## config.mk

```make
export PLATFORM = sky130hd
export DESIGN_NAME = edf_quantum_task_scheduler_core
export DESIGN_NICKNAME = d
export VERILOG_FILES = /design/src/edfq_pkg.sv /design/src/edfq_table.sv /design/src/edfq_scan.sv /design/src/edf_quantum_task_scheduler_core.sv
export SDC_FILE = /design/constraint.sdc
export NUM_CORES = 1
export LEC_CHECK = 0
export BUFFER_PORTS_ARGS = -buffer_cell sky130_fd_sc_hd__buf_2
export CELL_PAD_IN_SITES_DETAIL_PLACEMENT = 1
export CELL_PAD_IN_SITES_GLOBAL_PLACEMENT = 2
export CORE_MARGIN = 4
export CORE_UTILIZATION = 30
export CTS_BUF_LIST = sky130_fd_sc_hd__clkbuf_4 sky130_fd_sc_hd__clkbuf_8
export DETAILED_ROUTE_END_ITERATION = 7
export PLACE_DENSITY_LB_ADDON = 0.12
export SLEW_MARGIN = 15
export SYNTH_ARGS = -nofsm -noshare
export SYNTH_HDL_FRONTEND = slang
export SYNTH_SLANG_ARGS = --single-unit
export TNS_END_PERCENT = 1
```

## constraint.sdc

```tcl
create_clock -name clock -period 10.6 [get_ports clock]
set_input_delay 3.18 -clock clock [delete_from_list [all_inputs] [get_ports clock]]
set_output_delay 3.18 -clock clock [all_outputs]
set_load 0.005 [all_outputs]
```

## src/edfq_pkg.sv

```systemverilog
// Shared types, constants and codes for the EDF quantum task scheduler.
// No dependencies; every other file in src imports this package.
package edfq_pkg;

   localparam int MAX_TASKS  = 16;
   localparam int SLOT_W     = $clog2(MAX_TASKS);
   localparam int CNT_W      = $clog2(MAX_TASKS + 1);
   localparam int BURST_W    = 16;
   localparam int DL_W       = 32;
   localparam int TIME_W     = 32;
   localparam int Q_W        = 16;
   localparam int SLOT_OUT_W = 4;
   localparam int MASK_W     = 16;

   localparam logic [Q_W-1:0] QUANTUM_RESET = 16'd10;

   localparam logic ACT_ADD  = 1'b0;
   localparam logic ACT_STEP = 1'b1;

   typedef enum logic [1:0] {
      KIND_ADDED = 2'd0,
      KIND_FULL  = 2'd1,
      KIND_RAN   = 2'd2,
      KIND_IDLE  = 2'd3
   } kind_type;

   typedef enum logic [1:0] {
      ST_IDLE,
      ST_ADD,
      ST_SCAN,
      ST_DECIDE
   } state_type;

   typedef struct packed {
      logic              action;
      logic [BURST_W-1:0] burst;
      logic [DL_W-1:0]    deadline;
   } req_type;

   typedef struct packed {
      logic [1:0]            kind;
      logic [SLOT_OUT_W-1:0] slot;
      logic [BURST_W-1:0]    slice;
      logic                  task_done;
      logic [MASK_W-1:0]     discarded_mask;
      logic [TIME_W-1:0]     time_now;
   } rsp_type;

   // Write, set and clear requests toward the task table.
   typedef struct packed {
      logic               burst_we;
      logic               dl_we;
      logic [SLOT_W-1:0]  wr_slot;
      logic [BURST_W-1:0] burst;
      logic [DL_W-1:0]    deadline;
      logic               set_valid;
      logic               clr_valid;
      logic [SLOT_W-1:0]  clr_slot;
      logic [SLOT_W-1:0]  rd_slot;
   } tbl_cmd_type;

   typedef struct packed {
      logic              clr;
      logic              eval_on;
      logic [SLOT_W-1:0] eval_slot;
   } scan_cmd_type;

   typedef struct packed {
      logic                 found;
      logic [SLOT_W-1:0]    slot;
      logic [BURST_W-1:0]   burst;
      logic [DL_W-1:0]      deadline;
      logic [MAX_TASKS-1:0] mask;
   } scan_res_type;

endpackage

```

## src/edfq_table.sv

```systemverilog
// Task table: burst and deadline memories with one registered read port,
// plus per-slot valid flops. Depends on edfq_pkg.
module edfq_table
   import edfq_pkg::*;
(
   input  logic                 clock,
   input  logic                 reset,
   input  tbl_cmd_type          cmd,
   output logic [BURST_W-1:0]   rd_burst,
   output logic [DL_W-1:0]      rd_deadline,
   output logic [MAX_TASKS-1:0] valid
);

   logic [BURST_W-1:0]   burst_mem [MAX_TASKS];
   logic [DL_W-1:0]      dl_mem    [MAX_TASKS];
   logic [BURST_W-1:0]   rd_burst_ff;
   logic [DL_W-1:0]      rd_dl_ff;
   logic [MAX_TASKS-1:0] valid_ff;
   logic [MAX_TASKS-1:0] valid_in;

   always_ff @(posedge clock) begin
      if (cmd.burst_we) begin
         burst_mem[cmd.wr_slot] <= cmd.burst;
      end
      if (cmd.dl_we) begin
         dl_mem[cmd.wr_slot] <= cmd.deadline;
      end
      rd_burst_ff <= burst_mem[cmd.rd_slot];
      rd_dl_ff    <= dl_mem[cmd.rd_slot];
   end

   always_comb begin
      valid_in = valid_ff;
      if (cmd.set_valid) begin
         valid_in[cmd.wr_slot] = 1'b1;
      end
      if (cmd.clr_valid) begin
         valid_in[cmd.clr_slot] = 1'b0;
      end
   end

   always_ff @(posedge clock) begin
      if (reset) begin
         valid_ff <= '0;
      end else begin
         valid_ff <= valid_in;
      end
   end

   assign rd_burst    = rd_burst_ff;
   assign rd_deadline = rd_dl_ff;
   assign valid       = valid_ff;

endmodule

```

## src/edfq_scan.sv

```systemverilog
// Scan unit: judges one table entry per cycle, drops late tasks and keeps
// the earliest-deadline runnable candidate. Depends on edfq_pkg.
module edfq_scan
   import edfq_pkg::*;
(
   input  logic                 clock,
   input  logic                 reset,
   input  scan_cmd_type         cmd,
   input  logic [MAX_TASKS-1:0] valid,
   input  logic [BURST_W-1:0]   rd_burst,
   input  logic [DL_W-1:0]      rd_deadline,
   input  logic [TIME_W-1:0]    time_now,
   output logic                 drop,
   output scan_res_type         res
);

   logic                 found_ff, found_in;
   logic [SLOT_W-1:0]    slot_ff, slot_in;
   logic [BURST_W-1:0]   burst_ff, burst_in;
   logic [DL_W-1:0]      dl_ff, dl_in;
   logic [MAX_TASKS-1:0] mask_ff, mask_in;
   logic                 vbit;
   logic                 late;
   logic                 take;

   always_comb begin
      vbit = valid[cmd.eval_slot];
      late = rd_deadline < time_now;
      drop = cmd.eval_on && vbit && late;
      // strict compare keeps the lowest slot on equal deadlines
      take = cmd.eval_on && vbit && !late && (rd_burst != '0) &&
             (!found_ff || (rd_deadline < dl_ff));
   end

   always_comb begin
      found_in = found_ff;
      slot_in  = slot_ff;
      burst_in = burst_ff;
      dl_in    = dl_ff;
      mask_in  = mask_ff;
      if (cmd.clr) begin
         found_in = 1'b0;
         mask_in  = '0;
      end else begin
         if (drop) begin
            mask_in[cmd.eval_slot] = 1'b1;
         end
         if (take) begin
            found_in = 1'b1;
            slot_in  = cmd.eval_slot;
            burst_in = rd_burst;
            dl_in    = rd_deadline;
         end
      end
   end

   always_ff @(posedge clock) begin
      if (reset) begin
         found_ff <= 1'b0;
         mask_ff  <= '0;
      end else begin
         found_ff <= found_in;
         mask_ff  <= mask_in;
      end
      slot_ff  <= slot_in;
      burst_ff <= burst_in;
      dl_ff    <= dl_in;
   end

   assign res.found    = found_ff;
   assign res.slot     = slot_ff;
   assign res.burst    = burst_ff;
   assign res.deadline = dl_ff;
   assign res.mask     = mask_ff;

endmodule

```

## src/edf_quantum_task_scheduler_core.sv

```systemverilog
// Top level of the EDF quantum task scheduler: sequencer, slice and time
// update, output register. Depends on edfq_pkg, edfq_table and edfq_scan.

// Earliest-deadline-first scheduler over a table of MAX_TASKS slots. Each
// request word is either an add (action 0) or a scheduling step (action 1),
// and each produces exactly one response word. An add is accepted in the
// idle state, then places the task in the lowest free slot (or reports
// the table full) once the output register is free. In a step the task
// table has a single registered read port, so the scan unit walks the
// table one slot per cycle, dropping every task whose deadline is before
// the current time and tracking the earliest runnable deadline (lowest
// slot on ties); the decide state then grants min(burst, quantum), writes
// back the burst, frees a finished slot and advances the saturating
// time. req_ready is high only while the sequencer
// is idle. The response sits in an output register, so the next request
// word is taken while the previous response waits; a finished item holds
// in its last state only while that register is still full. The quantum
// register (reset 10) is written through the csr channel, which is always
// ready; write it only while the block is idle.
module edf_quantum_task_scheduler_core
   import edfq_pkg::*;
(
   input  logic           clock,
   input  logic           reset,
   input  logic           req_valid,
   output logic           req_ready,
   input  req_type        req_data,
   output logic           rsp_valid,
   input  logic           rsp_ready,
   output rsp_type        rsp_data,
   input  logic           csr_valid,
   output logic           csr_ready,
   input  logic [Q_W-1:0] csr_data
);

   // sequencer state
   state_type state_ff, state_in;

   // held request word
   req_type req_ff, req_in;

   // scan issue pipeline: read address counter, then the slot being judged
   logic [CNT_W-1:0]  cnt_ff, cnt_in;
   logic              eval_on_ff, eval_on_in;
   logic [SLOT_W-1:0] eval_slot_ff, eval_slot_in;

   logic [TIME_W-1:0] time_ff, time_in;
   logic [Q_W-1:0]    quantum_ff, quantum_in;

   rsp_type rsp_ff, rsp_in;
   logic    rsp_valid_ff, rsp_valid_in;

   // table and scan unit hookup
   tbl_cmd_type          tbl_cmd;
   scan_cmd_type         scan_cmd;
   scan_res_type         scan_res;
   logic [BURST_W-1:0]   rd_burst;
   logic [DL_W-1:0]      rd_deadline;
   logic [MAX_TASKS-1:0] valid;
   logic                 drop;

   logic              req_accept;
   logic              out_free;
   logic              rsp_load;
   logic              issue;
   logic              free_found;
   logic [SLOT_W-1:0] free_slot;
   logic [BURST_W-1:0] slice;
   logic [BURST_W-1:0] burst_left;
   logic [TIME_W:0]    time_sum;
   logic [TIME_W-1:0]  time_next;

   edfq_table u_table (
      .clock       (clock),
      .reset       (reset),
      .cmd         (tbl_cmd),
      .rd_burst    (rd_burst),
      .rd_deadline (rd_deadline),
      .valid       (valid)
   );

   edfq_scan u_scan (
      .clock       (clock),
      .reset       (reset),
      .cmd         (scan_cmd),
      .valid       (valid),
      .rd_burst    (rd_burst),
      .rd_deadline (rd_deadline),
      .time_now    (time_ff),
      .drop        (drop),
      .res         (scan_res)
   );

   assign req_ready  = (state_ff == ST_IDLE);
   assign req_accept = req_valid && req_ready;
   assign out_free   = !rsp_valid_ff || rsp_ready;
   assign issue      = (cnt_ff != CNT_W'(MAX_TASKS));
   assign csr_ready  = 1'b1;

   // lowest free slot
   always_comb begin
      free_found = 1'b0;
      free_slot  = '0;
      for (int i = MAX_TASKS - 1; i >= 0; i--) begin
         if (!valid[i]) begin
            free_found = 1'b1;
            free_slot  = SLOT_W'(i);
         end
      end
   end

   // slice grant and saturating time advance
   always_comb begin
      slice      = (scan_res.burst > quantum_ff) ? quantum_ff : scan_res.burst;
      burst_left = scan_res.burst - slice;
      time_sum   = {1'b0, time_ff} + (TIME_W + 1)'(slice);
      time_next  = time_sum[TIME_W] ? {TIME_W{1'b1}} : time_sum[TIME_W-1:0];
   end

   // next state
   always_comb begin
      state_in = state_ff;
      unique case (state_ff)
         ST_IDLE: begin
            if (req_accept) begin
               state_in = (req_data.action == ACT_ADD) ? ST_ADD : ST_SCAN;
            end
         end
         ST_ADD: begin
            if (out_free) begin
               state_in = ST_IDLE;
            end
         end
         ST_SCAN: begin
            if (!issue) begin
               state_in = ST_DECIDE;
            end
         end
         ST_DECIDE: begin
            if (out_free) begin
               state_in = ST_IDLE;
            end
         end
         default: state_in = ST_IDLE;
      endcase
   end

   // outputs of the sequencer
   always_comb begin
      req_in       = req_ff;
      cnt_in       = cnt_ff;
      eval_on_in   = 1'b0;
      eval_slot_in = eval_slot_ff;
      time_in      = time_ff;
      rsp_in       = rsp_ff;
      rsp_load     = 1'b0;

      tbl_cmd           = '0;
      tbl_cmd.rd_slot   = cnt_ff[SLOT_W-1:0];
      tbl_cmd.clr_slot  = eval_slot_ff;
      scan_cmd.clr       = 1'b0;
      scan_cmd.eval_on   = eval_on_ff;
      scan_cmd.eval_slot = eval_slot_ff;

      unique case (state_ff)
         ST_IDLE: begin
            if (req_accept) begin
               req_in       = req_data;
               cnt_in       = '0;
               scan_cmd.clr = 1'b1;
            end
         end
         ST_ADD: begin
            if (out_free) begin
               rsp_load              = 1'b1;
               rsp_in                = '0;
               rsp_in.time_now       = time_ff;
               if (free_found) begin
                  tbl_cmd.burst_we  = 1'b1;
                  tbl_cmd.dl_we     = 1'b1;
                  tbl_cmd.set_valid = 1'b1;
                  tbl_cmd.wr_slot   = free_slot;
                  tbl_cmd.burst     = req_ff.burst;
                  tbl_cmd.deadline  = req_ff.deadline;
                  rsp_in.kind       = KIND_ADDED;
                  rsp_in.slot       = SLOT_OUT_W'(free_slot);
               end else begin
                  rsp_in.kind = KIND_FULL;
               end
            end
         end
         ST_SCAN: begin
            // issue the next read; judge the one read last cycle
            if (issue) begin
               cnt_in       = cnt_ff + CNT_W'(1);
               eval_on_in   = 1'b1;
               eval_slot_in = cnt_ff[SLOT_W-1:0];
            end
            tbl_cmd.clr_valid = drop;
         end
         ST_DECIDE: begin
            if (out_free) begin
               rsp_load              = 1'b1;
               rsp_in                = '0;
               rsp_in.discarded_mask = MASK_W'(scan_res.mask);
               rsp_in.time_now       = time_ff;
               if (scan_res.found) begin
                  tbl_cmd.burst_we  = 1'b1;
                  tbl_cmd.wr_slot   = scan_res.slot;
                  tbl_cmd.burst     = burst_left;
                  tbl_cmd.clr_valid = (burst_left == '0);
                  tbl_cmd.clr_slot  = scan_res.slot;
                  time_in           = time_next;
                  rsp_in.kind       = KIND_RAN;
                  rsp_in.slot       = SLOT_OUT_W'(scan_res.slot);
                  rsp_in.slice      = slice;
                  rsp_in.task_done  = (burst_left == '0);
                  rsp_in.time_now   = time_next;
               end else begin
                  rsp_in.kind = KIND_IDLE;
               end
            end
         end
         default: begin
         end
      endcase
   end

   // output register: load a finished word, drop it once taken
   always_comb begin
      if (rsp_load) begin
         rsp_valid_in = 1'b1;
      end else if (rsp_ready) begin
         rsp_valid_in = 1'b0;
      end else begin
         rsp_valid_in = rsp_valid_ff;
      end
   end

   assign quantum_in = (csr_valid && csr_ready) ? csr_data : quantum_ff;

   always_ff @(posedge clock) begin
      if (reset) begin
         state_ff     <= ST_IDLE;
         cnt_ff       <= '0;
         eval_on_ff   <= 1'b0;
         time_ff      <= '0;
         quantum_ff   <= QUANTUM_RESET;
         rsp_valid_ff <= 1'b0;
      end else begin
         state_ff     <= state_in;
         cnt_ff       <= cnt_in;
         eval_on_ff   <= eval_on_in;
         time_ff      <= time_in;
         quantum_ff   <= quantum_in;
         rsp_valid_ff <= rsp_valid_in;
      end
      req_ff       <= req_in;
      eval_slot_ff <= eval_slot_in;
      rsp_ff       <= rsp_in;
   end

   assign rsp_valid = rsp_valid_ff;
   assign rsp_data  = rsp_ff;

endmodule
```

==> impl_summary.md, run 1 <==
Status
The flow ran to the end, and the final reports show no timing, DRC or antenna violations.

STA
Final hold analysis gives a worst-case slack of 440 ps. The hold violation total from the final report is 0. The actual transition at the worst max-transition pin is roughly 1100 ps.

Adding up every negative setup slack in the final design gives 0 ps. Measured against its own limit, the worst slew margin works out to 0.244. Based on the critical path, the design can be clocked at up to between 100 and 150 MHz. The time the worst path needs with I/O delays and setup is 7470 ps. Setup repair after global routing left no endpoint under its margin. Clock skew on the completed layout was measured at roughly 80 ps. The post-route worst setup slack is approximately 3100 ps. The final max-slew violation count was 0. The number of setup violations in the final report is 0. The portion of the clock cycle consumed by the worst path in the final layout is 0.705.

Layout
The finished layout holds 4978 standard cells, fillers aside. Of the cells placed in the final design, the portion with a size suffix greater than 1 is 0.271. Summing all non-filler instances in the final layout gives an area of between 50000 and 60000 sq um. For this run, the post-layout net count is 3062. The most common cell after layout, fill and taps aside is edfxtp_1. In the layout the commonest cells are edfxtp_1, mux4_2, clkbuf_8, buf_2, dfxtp_1. The growth of design area from synthesis to finish is 16.5%. The count of fill cells added during filler insertion is between 10000 and 15000.

Drt
Across all layers, the routed design uses 25300 vias. Dividing the detail-routed wire length by the instance count gives around 26 microns. For this run, design rule violations remaining after detail routing come to 0.

The iteration-0 DRC count of the detailed router is 1650. The number of vias per cell after detailed routing is 5.07. The final layout contains routed wiring with a total length of 132000 microns.

The count of nets left with antenna violations once routing finished came out at 0. The number of iterations in the first detailed-routing pass is 5.

Logic synthesis
The synthesized netlist net count is 2784. The most used flip-flop cell after synthesis is edfxtp_1. The yosys synthesis warning count is 0. The area of the mapped netlist is 44600 sq um.

Each instance of the synthesized netlist takes up on average 17.1 sq um. The synthesized design contains around 940 enable-type register cells. The number of distinct standard cells referenced by the synthesized netlist is 86. The part of the Yosys area used for sequential elements is 0.697.

Counting flops with an async set or reset pin after synthesis yields a share of 0. After synthesis the netlist holds a flip-flop and latch count of 1081. The cell count after synthesis came out at 2609.

CTS
The largest buffer count on any clock path is 3. Clock tree synthesis selected as its root buffer the cell clkbuf_8. The post-CTS setup repair buffer count is 0. TritonCTS built the clock tree.

The later pin in the worst-skew pair is clocked with a latency of 930 ps. The number of instances resized during post-cts repair is 0. After clock tree synthesis, the clock-pin slew on the worst setup and hold paths is 60 ps.

The H-tree level count is 4. The TritonCTS buffer count is approximately 190. Counting every sink on the clock net gives 1081. The number of hold buffers added after cts is 0.

Setup path
The worst setup path is launched from a flop. The worst reg-to-reg path cell count is 22. The slowest stage of the critical path belongs to the cell nand2_1.

The cell that appears most often on the critical path is nand2_1. The endpoint identified for the worst register-to-register timing path is rsp_data[17]$_DFFE_PP_. In this run the worst setup path begins at quantum_ff[11]$_SDFFE_PP0P_.

Counting both buffers and inverters, the worst setup path holds a total of 2. Data on the critical path is required at its endpoint by 11260 ps. Following the worst setup path forward leads to its endpoint at rsp_data[17]$_DFFE_PP_.

Across all register-to-register paths, the minimum setup slack is 3130 ps. At the worst endpoint, the arrival time is between 8000 and 9000 ps. The worst-path maximum fanout is 31. The largest stage delay on the critical path is 780 ps. The critical path crosses 22 cells after its start point. The critical path capture point type is a flop.

Walking the worst path, the cells encountered are inv_1, ha_1, nand2_1, nor3_1, or3_4, or3_4, nand2_1, nor2_1, a21oi_1, inv_1, fa_1, a21o_1, a21oi_1, o21ai_0, o41ai_1, a41o_1, o32ai_1, maj3_2, a211o_1, nand3_1, nand2_1, o31a_1. The path type of the worst setup path is reg2reg. Broken down by cell family, the worst path's largest delay share belongs to compound AO/OA/AOI/OAI gates. The worst register-to-register path begins at quantum_ff[11]$_SDFFE_PP0P_.

GRT
The global routing stage identified its most utilized layer as met2. The global routing usage on met1 is 0.232. The number of antenna violations at the first check in global routing is 8. The first-pass GRT wire length is slightly below 200000 microns. The final global-route overflow total is 0. The global routing met2 resource utilization is 0.280. The all-layer global routing usage is 0.170. The maximum number of pins on one net before global-route repair is 106. The via count of the first global-routing pass was 27500. The met3 routing resource usage after global routing is 0.0317.

Placed design
The placed standard-cell area is 47900 sq um. The count of buffers added on input and output ports is 142. Timing analysis after detailed placement gives a worst setup slack of around 2900 ps.

After legalization and detailed placement, the total HPWL measured 82300 microns. Routability-driven placement finished with a final weighted congestion of 0.810. The cell count after placement is approximately 4600.

Floorplanning
The count of standard-cell rows is about 140. Measured along the y axis, the die boundary spans 394 microns. The area enclosed by the die boundary is ~150000 sq um. The die is 394 microns wide.

Pin placement for this block handled 144 I/O pins. The total area inside the core boundary comes to 148000 sq um. The initial utilization of the core area, before any placement, comes to 0.302.

Pwr
In this run the static leakage power is 17.4 nW. The worst ir drop on vdd is about 100 uV. Dividing total power by cell area gives a power density of 176 nW/um^2.

Hold path
The min-delay analysis places its worst path in the category reg2reg.

Run
The total of max-cap violations is 0.
worst register-to-register path: cells and delay by family, from the launching register on:
family / cells / cell delay, ps
flops: 1 / 440
fa+ha+maj: 3 / 1210
buf+inv: 2 / 340
compound gates: 9 / 2680
simple gates: 8 / 2590
cells by family (layout without fill, tap and decap cells):
| logic type | after synthesis | after routing | share of synthesized area |
|---|---|---|---|
| buf+inv | 233 | 669 | 0.0202 |
| xor+xnor | 27 | 27 | 0.00530 |
| flops | 1081 | 1081 | 0.697 |
| mux | 269 | 269 | 0.129 |
| compound gates | 396 | 396 | 0.0617 |
| simple gates | 493 | 493 | 0.0562 |
| other cells | 1 | 4 | 0.0000841 |
| fa+ha+maj | 109 | 109 | 0.0307 |
how the worst min path moves through the flow:
| stage | to | startpoint | cells past startpoint | slack, ps |
|---|---|---|---|---|
| 6_report | u_scan.burst_ff[2]$_DFFE_PP_ | u_table.rd_burst[2]$_DFF_P_ | 0 | 440 |
| 4_1_cts | u_scan.burst_ff[2]$_DFFE_PP_ | u_table.rd_burst[2]$_DFF_P_ | 0 | 440 |
| 2_1_floorplan | eval_slot_ff[2]$_DFFE_PP_ | cnt_ff[2]$_SDFFE_PP0P_ | 0 | 410 |
| 3_3_place_gp | u_scan.burst_ff[4]$_DFFE_PP_ | u_table.rd_burst[4]$_DFF_P_ | 0 | 420 |
| 5_1_grt | u_scan.burst_ff[2]$_DFFE_PP_ | u_table.rd_burst[2]$_DFF_P_ | 0 | 450 |
| 3_5_place_dp | u_scan.burst_ff[2]$_DFFE_PP_ | u_table.rd_burst[2]$_DFF_P_ | 0 | 420 |
through the flow:
step | util | power, mW
2_1_floorplan | - | 5.02
3_3_place_gp | 0.324 | 5.18
3_5_place_dp | 0.324 | 5.19
4_1_cts | 0.351 | 9.32
5_1_grt | 0.351 | 9.56
6_report | 0.351 | 9.14
routing by layer:
layer | routed length, microns | up-vias
li1 | - | 11100
met1 | 59600 | 13400
met2 | 64000 | 622
met3 | 5730 | 186
met4 | 2400 | 0
met5 | 0 | -
cell usage after synthesis (all sizes together) (31+ instances only):
master,count,area [sq um]
edfxtp,943,28300
a21oi,82,414
nor3,34,180
nand2,93,349
inv,112,420
dfxtp,138,2760
a31oi,31,194
o21ai,74,370
nand3,37,190
mux4,245,5520
and3,64,400
clkbuf,92,345
ha,103,1290
nor2,150,571
state kept, by name, summed over array words and instances (netlist names):
| register | flops |
|---|---|
| u_scan.burst_ff | 16 |
| state_ff | 2 |
| quantum_ff | 16 |
| u_table.valid | 16 |
| u_scan.dl_ff | 32 |
| u_scan.slot_ff | 4 |
| u_table.rd_burst | 16 |
| u_scan.found_ff | 1 |
| rsp_data | 71 |
| u_table.rd_deadline | 32 |
| eval_on_ff | 1 |
| time_ff | 32 |
| eval_slot_ff | 4 |
| u_scan.mask_ff | 16 |
| u_table.dl_mem | 512 |
| rsp_valid | 1 |
| req_ff | 48 |
| u_table.burst_mem | 256 |
| cnt_ff | 5 |
power by group:
group / switching [mW] / total, mW / internal (mW) / leakage, nW
sequential: 0.0450 / 4.72 / 4.67 / 9.87
combinational: 0.236 / 0.372 / 0.136 / 5.44
clock: 1.82 / 4.05 / 2.23 / 2.13
final cells by class:
type / count / area [sq um] / area share
clock buffer: 280 / 3390 / 0.0653
inverter: 112 / 422 / 0.00811
antenna: 3 / 7.51 / 0.000144
tap: 1930 / 2410 / 0.0465
multi-input combinational: 1295 / 12800 / 0.246
timing repair buffer: 205 / 1200 / 0.0231
sequential: 1081 / 31100 / 0.598
clock inverter: 72 / 641 / 0.0123
(Power assumes the default switching activity.)
==> run 2: changes to the inputs <==
--- a/config.mk
+++ b/config.mk
@@ -5,6 +5,7 @@
 export SDC_FILE = /design/constraint.sdc
 export NUM_CORES = 1
 export LEC_CHECK = 0
+export ABC_AREA = 1
 export BUFFER_PORTS_ARGS = -buffer_cell sky130_fd_sc_hd__buf_2
 export CELL_PAD_IN_SITES_DETAIL_PLACEMENT = 1
 export CELL_PAD_IN_SITES_GLOBAL_PLACEMENT = 2
==> constraint.sdc (replaced) <==
create_clock -name clock -period 7.2 [get_ports clock]
set_input_delay 2.16 -clock clock [delete_from_list [all_inputs] [get_ports clock]]
set_output_delay 2.16 -clock clock [all_outputs]
set_load 0.005 [all_outputs]
==> run 2 against run 1 <==
Combinational power increased to 4.5 times the previous value. Power increased by 62%. Critical path depth increased by 3. Sequential cell count unchanged. Via count increased by 22%. Die area increased by 1.6%. Worst setup slack got worse by 1500 ps. Maximum frequency increased by 34%. Highest routed layer is now met5.
==> impl_summary.md, run 2 <==
Floorplanning
The count of standard-cell rows is 142 (+0.71%). The total core area was 150000 sq um (+1.4%). The die span in x was 397 microns (+0.79%). The number of placed I/O pins is 144 (unchanged). The effective utilization at floorplan was 0.302 (+0.000576). The die extent in y is 397 microns (+0.79%). The area enclosed by the die boundary is 157000 sq um (+1.6%).

GRT
The all-layer global routing usage is 0.190 (+0.0198). The global routing met2 resource utilization is 0.313 (+0.0336). The maximum number of pins on one net before global-route repair is 176 (+66%). The final global-route overflow total was 0 (unchanged). The met3 routing resource usage after global routing is 0.0301 (-0.00157). The via count of the first global-routing pass is 32100 (+17%).

The first-pass GRT wire length came to 220000 microns (+13%). The global routing usage on met1 came to 0.258 (+0.0261). The number of antenna violations at the first check in global routing is 11 (+3). The highest-utilization routing layer at the global route stage is met2.

Hold path
The startpoint identified for the worst hold timing path is u_table.rd_burst[8]$_DFF_P_. The class of the tightest hold or removal check is reg2reg. The worst hold path terminates at u_scan.burst_ff[8]$_DFFE_PP_. The worst hold path depth is 0 (unchanged).

STA
The number of setup violations in the final report was 0 (unchanged). The tightest slew margin relative to the limit came to 0.244 (-0.000679). The time the worst path needs with I/O delays and setup is 5550 ps (-1910 ps). The maximum clock frequency is 180 MHz (+34%). The final clock skew is 47.7 ps (-30.8 ps). The hold violation total from the final report is 0 (unchanged). The portion of the clock cycle consumed by the worst path in the final layout is 0.771 (+0.0669). The final max-slew violation count is 0 (unchanged). The final total negative setup slack is 0 ps (unchanged).

Setup repair after global routing left no endpoint under its margin. The actual transition at the worst max-transition pin is 1120 ps (-0.489 ps).

Logic synthesis
The mean post-synth cell area is 11.6 sq um (-32%). The part of the Yosys area used for sequential elements is 0.686 (-0.0111). The number of flops mapped to enable cells by yosys is 943 (unchanged). The async set-or-reset flop fraction in the synthesized netlist is 0 (unchanged).

The synthesized netlist net count is 4090 (+47%). In the synthesized netlist, the cells that appear most often are edfxtp_1, nor2_1, o21ai_0, nand2_1, inv_1. The dominant cell type by area after synthesis is edfxtp_1. The area of the mapped netlist is 45300 sq um (+1.6%). The register bit count reported by yosys is 1081 (unchanged). By area the synthesized netlist is led by edfxtp_1, dfxtp_1, o21ai_0. The top flip-flop cell by instance count after synthesis is edfxtp_1. The number of distinct standard cells referenced by the synthesized netlist came to 58 (-33%). The portion of synthesized cell area occupied by the leading cell type is 0.625 (-0.0101). The count of mapped cells out of synthesis is 3915 (+50%). The most numerous cell in the Yosys netlist is edfxtp_1. The yosys synthesis warning count came to 0 (unchanged).

Drt
The total wire length is 151000 microns (+15%). The number of vias per cell after detailed routing came to 4.89 (-3.6%). The iteration-0 DRC count of the detailed router was 1657 (+0.42%).

The number of vias in the routed layout is 30800 (+22%). The residual DRC count came to 0 (unchanged). The number of nets with antenna violations after detailed routing is 0 (unchanged).

The final routed wire length divided by cell count came to 24.0 microns (-9.3%). The number of iterations in the first detailed-routing pass is 7 (+2).

CTS
The clock insertion delay at the later pin of the skew report came to 910 ps (-20 ps). TritonCTS built the clock tree. The post-CTS setup repair buffer count is 0 (unchanged). The number of instances resized during post-cts repair is 0 (unchanged).

The number of clock sinks seen by CTS is 1081 (unchanged). The largest buffer count on any clock path is 3 (unchanged). The H-tree level count is 4 (unchanged). The clock-pin slew on the worst setup and hold paths is 60 ps (about the same).

The number of hold buffers added after cts is 0 (unchanged). CTS placed an instance of clkbuf_8 at the clock tree root. The TritonCTS buffer count is 195 (+1.6%).

Setup path
The kind of start point of the critical path is a flop. The launching element of the worst setup path is u_scan.burst_ff[11]$_DFFE_PP_. Counting stages on the worst path, the most repeated cell is nand3_1. The critical path arrival is 6310 ps (-1820 ps). The largest stage delay on the critical path is 610 ps (-170 ps). The worst-path maximum fanout came to 30 (-3.2%). The worst setup path is captured at a flop. The capturing point of the worst reg2reg path is u_table.valid[5]$_SDFF_PP0_. The worst reg-to-reg path cell count is 25 (+14%). The slowest cell on the critical path is o21ai_0. The worst path required time is 7950 ps (-3310 ps). The worst-case register-to-register setup slack was 1650 ps (-1490 ps). The path type of the worst setup path is reg2reg. The reg-to-reg startpoint is u_scan.burst_ff[11]$_DFFE_PP_.

Layout
The number of nets at the end of the flow is 4298 (+40%). The library cell used most frequently in the layout, excluding fill and tap cells, is edfxtp_1. The share of cells above drive strength 1 came to 0.148 (-0.122).

Ranked by flip-flop count, first place goes to u_table.dl_mem. The core utilization of the finished layout was 0.351 (-0.000776). The growth of design area from synthesis to finish is 16.0%.

The top cell types in the final layout, fill and taps aside, are edfxtp_1, nor2_1, o21ai_0, nand2_1, inv_1. The number of flip-flops in the largest register is 512 (unchanged).

Pwr
The leakage dissipation is 18.7 nW (+7.1%). The worst ir drop on vdd is 146 uV (+40%). The power density over the cells was 281 nW/um^2 (+60%). The sum of internal, switching and leakage power was 14.8 mW (+62%).

Placed design
The quantity of I/O buffers inserted on ports came to 142 (unchanged). The HPWL after detailed placement is 91400 microns (+11%). The global placer's final weighted congestion was 0.773 (-4.5%).

Status
The flow ran to the end, and the final reports show no timing, DRC or antenna violations.

Run
The total of max-cap violations was 0 (unchanged).
run 2: cell types whose count changed in the layout (fill, tap and decap cells not counted), moves of 88 or more:
cell / delta
o22ai_1: +126
o21ai_0: +404
nand3_1: +125
nand2_1: +305
mux4_2: -245
o221ai_1: +88
inv_1: +188
nor2_1: +436
run 2: report_power, final:
| group | switching (mW) | leakage (nW) | total (mW) | internal, mW |
|---|---|---|---|---|
| logic | 1.20 | 6.83 | 1.66 | 0.463 |
| clock network | 2.69 | 2.13 | 5.97 | 3.28 |
| registers | 0.171 | 9.71 | 7.17 | 7.00 |
run 2: critical path, delay by kind of cell (launching register included):
family	cells	cell delay [ps]
XOR/XNOR	1	250
buffers and inverters	1	70
AND/OR/NAND/NOR	17	2730
flip-flops	1	450
adder cells (fa/ha/maj)	3	1020
AO/OA/AOI/OAI	3	880
run 2: how the worst max path moves through the flow:
stage	cells after the start	end
floorplan	12	u_table.valid[11]$_SDFF_PP0_
global placement	10	u_table.dl_mem[12][17]$_DFFE_PP_
detailed placement	10	u_table.dl_mem[14][17]$_DFFE_PP_
CTS	27	u_table.valid[5]$_SDFF_PP0_
global route	27	u_table.valid[3]$_SDFF_PP0_
finish	25	u_table.valid[5]$_SDFF_PP0_
run 2: kinds of logic (layout without fill, tap and decap cells):
group	count (synthesis)	after routing	synth area share
other cells	1	3	0.0000827
fa+ha+maj	105	105	0.0293
compound gates	921	921	0.117
simple gates	1276	1276	0.120
flops	1081	1081	0.686
xor+xnor	16	16	0.00309
buf+inv	515	887	0.0441
run 2: area by class of cell:
cell class,count,area (sq um)
Clock inverter,73,552
Tap cell,2016,2520
Multi-Input combinational cell,2319,12400
Timing Repair Buffer,216,1370
Fill cell,16400,97400
Antenna cell,2,5.00
Sequential cell,1081,31100
Clock buffer,288,3460
Inverter,310,1180
run 2: per-stage QoR:
| step | std cells | area (sq um) | hold WS (ps) | setup WS (ps) |
|---|---|---|---|---|
| after floorplan | 3915 | 45300 | 406 | 850 |
| after global placement | 5942 | 48600 | 450 | 1670 |
| after detailed placement | 5942 | 48600 | 446 | 1600 |
| after CTS | 6303 | 52600 | 461 | 1590 |
| after global routing | 6304 | 52600 | 473 | 1310 |
| final | 6305 | 52600 | 459 | 1650 |
run 2: routing by layer:
layer	share of wire	vias up	routed length, microns
met1	0.47	15500	70500
li1	-	14500	-
met4	0.022	2	3400
met5	0.000086	-	13
met2	0.47	579	71700
met3	0.037	221	5640
